`src/design/gn2_pkg.sv`:
```
// Shared types, widths and codes for the 2D gradient noise block.
package gn2_pkg;

   // Command codes carried on req_command
   localparam logic CMD_WRITE = 1'b0;
   localparam logic CMD_EVAL  = 1'b1;

   // Configuration register indexes
   localparam logic CSR_GRID_WIDTH  = 1'b0;
   localparam logic CSR_GRID_HEIGHT = 1'b1;

   localparam int MOD_W   = 7;          // wrap modulus / remainder width
   localparam int CELL_W  = 15;         // integer part of an absolute coordinate
   localparam int FRAC_W  = 16;         // fractional part, Q0.16
   localparam int GRAD_W  = 16;         // gradient component, Q2.13
   localparam int ENTRY_W = 2 * GRAD_W; // table entry: y in upper half, x in lower
   localparam int DOT_W   = 33;         // one component product
   localparam int ACC_W   = 36;         // corner dot products and blended rows
   localparam int PROD_W  = 54;         // blend before rounding
   localparam int REM_STEPS = 5;        // remainder bits resolved per stage

   localparam logic [MOD_W-1:0] GRID_RESET = 7'd64;

   typedef logic signed [ACC_W-1:0]  acc_type;
   typedef logic signed [PROD_W-1:0] prod_type;
   typedef logic [ENTRY_W-1:0]       entry_type;

endpackage

```
`src/design/gn2_rem_step.sv`:
```
// Five restoring remainder steps: shifts in five dividend bits against the modulus.
module gn2_rem_step (
   input  logic [gn2_pkg::MOD_W-1:0]     rem_in,
   input  logic [gn2_pkg::REM_STEPS-1:0] bits_in,
   input  logic [gn2_pkg::MOD_W-1:0]     divisor,
   output logic [gn2_pkg::MOD_W-1:0]     rem_out
);
   import gn2_pkg::*;

   always_comb begin
      logic [MOD_W:0] r;
      r = {1'b0, rem_in};
      for (int i = REM_STEPS - 1; i >= 0; i--) begin
         r = {r[MOD_W-1:0], bits_in[i]};
         if (r >= {1'b0, divisor}) begin
            r = r - {1'b0, divisor};
         end
      end
      rem_out = r[MOD_W-1:0];
   end

endmodule

```
`config.mk`:
```
export PLATFORM = sky130hd
export DESIGN_NAME = gn2_rem_step
export DESIGN_NICKNAME = d
export VERILOG_FILES = /design/src/design/gn2_pkg.sv /design/src/design/gn2_rem_step.sv
export SDC_FILE = /design/constraint.sdc
export NUM_CORES = 1
export LEC_CHECK = 0
export BUFFER_PORTS_ARGS = -buffer_cell sky130_fd_sc_hd__clkbuf_2
export CAP_MARGIN = 0
export CORE_UTILIZATION = 39
export DETAILED_ROUTE_END_ITERATION = 10
export GPL_TIMING_DRIVEN = 0
export PLACE_DENSITY_LB_ADDON = 0.08
export SYNTH_ARGS = -nofsm -noshare
export SYNTH_HDL_FRONTEND = slang
export SYNTH_SLANG_ARGS = --single-unit
```
`constraint.sdc`:
```
create_clock -name vclk -period 14.4
set_input_delay 2.88 -clock vclk [all_inputs]
set_output_delay 2.88 -clock vclk [all_outputs]
set_load 0.005 [all_outputs]
```
==> impl_metrics.ini, run 1 <==
[die]
die_y_um = 74.2
initial_core_util_pct = 41.7
io_pins = 26
die_w_um = 74.2
core_um2 = 4880
die_area_um2 = 5510
rows = 25

[place]
place_area_um2 = 2280
dp_hpwl_um = 4520
numPortBuffers = 26
post-place-ws_ns = -1.50
place.gp.congestion = 0.811

[worst_setup_path]
crit_required_ns = 11.52
cpMostUsedCell = buf_6
cp_max_fo = 7
cp-start-kind = input port
endpoint_kind = output port
critical-path-slowest-cell = fa_2
crit_path_max_incr_delay_ns = 0.40
crit_type = in2out
crit_family = compound AO/OA/AOI/OAI gates
cp_num_buf_inv = 10
critical_path_arrival_ns = 11.85

[routing]
vias_per_cell = 5.99
antenna_left = 0
wl_um = 8660
first_iter_violations = 213
vias = 2678
wire_per_inst_um = 19.4
dr.pass1.iters = 5
drc = 0

[final_layout]
fin_nets = 441
n_antenna_cell = 0
fill_cells = 315
fin_area_um2 = 3600
nClkBuffers = 0
flops_and_latches = 0
areaGrowthSynthToFinish_pct = 76.9
layout-drive-gt1-share_pct = 55.3
seq_area_um2 = 0

[hold_path]
worst_hold_path.num_cells = 4
holdPathEnd = rem_out[0]
hold_class = in2out
hold_path.startpoint = bits_in[0]

[synthesis]
mappedNetlistArea_um2 = 2030
synth_cell_type_count = 50
synth.top_cells.by_area = ha_1 22%, mux2_2 5.0%, fa_1 4.9%, a21oi_1 4.7%, mux2_4 4.4%
netlist_top_cells_count = 35 x ha_1, 21 x inv_1, 20 x nand2_1
synth.most_common_cell = ha_1
synth_top_area_cell = ha_1
synth_top_cell_area_share_pct = 21.5
yosysWarnings = 0
ys_seq_area_share_pct = 0
syn_inst = 268
synth_nets = 327
syn-mean-instance-area_um2 = 7.59

[run_status]
violations = setup timing
outcome = finished with violations

[global_routing]
antenna_found_initial = 0
grt_max_degree = 11
grt_pass1_wl_um = 11100
first_global_vias = 2394
grt.overflow.total = 0
grt_usage_pct = 25.9

[sta]
worst_pin_slew_ns = 0.509
slew_violations = 0
whs_ns = 6.08
fmax_mhz = 67.9
max_slew_margin_pct = 65.8
hold_viol = 0
period_needed_ns = 14.73
worst_slack_ns = -0.326
setup_viol = 7
rsz0062_at_grt = true
post-route-period-util_pct = 102
fin_tns_setup_ns = -2.07

[flow_run]
maxCapViolCount = 0

[clock_network]
ctsHoldBuffers = 0
## repair_timing
item | 4_1_cts | 5_1_grt
setup buffers | 61 | 26
hold endpoints to repair | 0 | 0
gates cloned | 1 | 0
resized for setup | 63 | 60
setup endpoints to repair | 7 | 7
pin swaps | 38 | 37
## cell usage in the layout, fill, tap and decap left out, types with 10 or more instances in the layout
master and instances:
buf_6 11, buf_4 79, ha_4 15, nand2_1 17
nor2_1 11, nand3_1 10, ha_1 16, clkbuf_2 20
a21oi_1 12, inv_1 13, a21o_1 10
## layout make-up
class	instances	area (um2)	share of cell area [%]
buffer	3	37.5	1.04
inverter	21	95.1	2.64
multi-input combinational	243	2490	69.3
tap	67	83.8	2.33
timing repair buffer	113	886	24.6
## metal layers
metal,routed length [um],GRT usage (%)
met5,0,0
met4,263,7.05
met3,504,2.57
met2,4290,44.7
met1,3600,34.2
## kinds of logic (layout without fill, tap and decap cells)
kind of cell | Yosys count | in the layout | share of synthesized area [%]
buffers and inverters | 25 | 137 | 5.11
and+or+nand+nor | 84 | 84 | 21.5
adders and majority gates | 40 | 40 | 26.5
xor gates and xnor gates | 17 | 17 | 7.32
muxes | 19 | 19 | 11.4
AOI/OAI and AO/OA | 83 | 83 | 28.2
## metrics by stage
step,utilization [%],instances
after floorplan,-,268
after global placement,46.6,361
after detailed placement,46.6,361
after CTS,63.2,422
after global routing,73.7,447
final,73.7,447
## how the worst max path moves through the flow
stage	from	endpoint	slack (ns)	cells past startpoint
floorplan	bits_in[4]	rem_out[1]	0.02	47
global placement	divisor[1]	rem_out[1]	-1.49	47
detailed placement	divisor[1]	rem_out[4]	-1.50	47
CTS	bits_in[4]	rem_out[4]	-0.09	48
global route	divisor[1]	rem_out[1]	-0.58	48
finish	divisor[1]	rem_out[3]	-0.33	48
Power of run 1 is left out: the tool's default activity adds up to more than one toggle a clock period on the data nets, which glitch-free logic cannot reach.
==> run 2, diff against run 1 <==
--- a/config.mk
+++ b/config.mk
@@ -7,6 +7,7 @@
 export LEC_CHECK = 0
 export BUFFER_PORTS_ARGS = -buffer_cell sky130_fd_sc_hd__clkbuf_2
 export CAP_MARGIN = 0
+export CORE_MARGIN = 8
 export CORE_UTILIZATION = 39
 export DETAILED_ROUTE_END_ITERATION = 10
 export GPL_TIMING_DRIVEN = 0
==> impl_metrics.ini, run 2 (same netlist as run 1, synthesis figures left out) <==
[final_layout]
nClkBuffers = 0
fin_area_um2 = 3220
seq_area_um2 = 0
n_antenna_cell = 0
layout_common_cells = 62 x buf_4, 23 x ha_1, 21 x clkbuf_2
flops_and_latches = 0
final_common_cell = buf_4
fin_nets = 417
areaGrowthSynthToFinish_pct = 58.2
layout-drive-gt1-share_pct = 49.2

[sta]
fmax_mhz = 69.2
worst_slack_ns = -0.0531
period_needed_ns = 14.45
setup_viol = 6
max_slew_margin_pct = 69.5
hold_viol = 0
worst_pin_slew_ns = 0.457
slew_violations = 0
rsz0062_at_grt = true
post-route-period-util_pct = 100

[routing]
first_iter_violations = 140
dr_wl_met2_um = 3490
highest_layer = met4
drc = 0
wire_per_inst_um = 17.0
dr.pass1.iters = 4
wl_met1_um = 3260
antenna_left = 0
vias_per_cell = 5.52
wl_met3_um = 437
wl_um = 7250
vias = 2353

[global_routing]
antenna_found_initial = 0
grt_max_degree = 11
grt_pass1_wl_um = 11100
grt_usage_pct = 17.7
first_global_vias = 2359
grt.overflow.total = 0

[worst_setup_path]
cp_max_fo = 8
crit_type = in2out
cpMostUsedCell = buf_4
crit_path_max_incr_delay_ns = 0.42
critical-path-slowest-cell = fa_2
crit_required_ns = 11.52
critical_path_arrival_ns = 11.57
cp-start-kind = input port
endpoint_kind = output port

[place]
place.gp.congestion = 0.821
dp_hpwl_um = 4720
place_area_um2 = 2280
numPortBuffers = 26

[hold_path]
hold_class = in2out

[clock_network]
ctsHoldBuffers = 0

[run_status]
outcome = finished with violations
violations = setup timing

[die]
die_area_um2 = 7780
die_y_um = 88.2
core_um2 = 5070
die_w_um = 88.2
rows = 26
initial_core_util_pct = 40.1
io_pins = 26

[flow_run]
maxCapViolCount = 0
==> run 2: cell types whose count changed in the layout (fill, tap and decap cells not counted), moves of 3 or more <==
cell,delta
ha_1,+7
o21ai_2,-3
buf_6,-6
ha_4,-6
buf_4,-17
==> run 2: repair_timing <==
item / in CTS / in global routing
setup buffers: 54 / 12
resized for setup: 62 / 40
endpoints found under the setup margin: 7 / 7
pin swaps: 44 / 37
cloned: 0 / 0
endpoints found under the hold margin: 0 / 0
==> run 2: layer usage <==
layer	track usage, %	vias up
met3	1.31	8
li1	-	1179
met1	23.9	1109
met4	2.46	0
met2	30.3	57
met5	0	-
==> run 2: area by class of cell <==
cell class / count / area [um2]
buffer: 2 / 22.5
fill: 445 / 1860
inverter: 21 / 105
multi-input combinational: 243 / 2330
tap: 70 / 87.6
timing repair buffer: 90 / 674
==> run 2: critical path: cells and delay by family <==
kind / cells / cell delay [ns]
AO/OA/AOI/OAI: 21 / 3.69
adder cells (fa/ha/maj): 6 / 1.71
buffers and inverters: 11 / 1.25
multiplexers: 3 / 1.00
AND/OR/NAND/NOR: 7 / 1.04
==> run 2: path summary, 6_finish.rpt <==
kind,startpoint,to,slack (ns),cells after the start
min,bits_in[0],rem_out[0],6.09,4
max,bits_in[4],rem_out[4],-0.05,48
==> run 2: stage by stage <==
step | util [%] | setup TNS [ns] | setup slack, ns | hold slack, ns | cells
finish | 63.4 | -0.232 | -0.0531 | 6.09 | 426
detailed placement | 44.9 | -10.03 | -1.45 | 6.08 | 364
CTS | 58.3 | -0.291 | -0.0527 | 6.08 | 415
floorplan | - | 0 | 0.0191 | 5.88 | 268
global route | 63.4 | -2.88 | -0.437 | 6.14 | 426
global placement | 44.9 | -10.47 | -1.52 | 6.07 | 364
Power of run 2 is left out for the same reason.
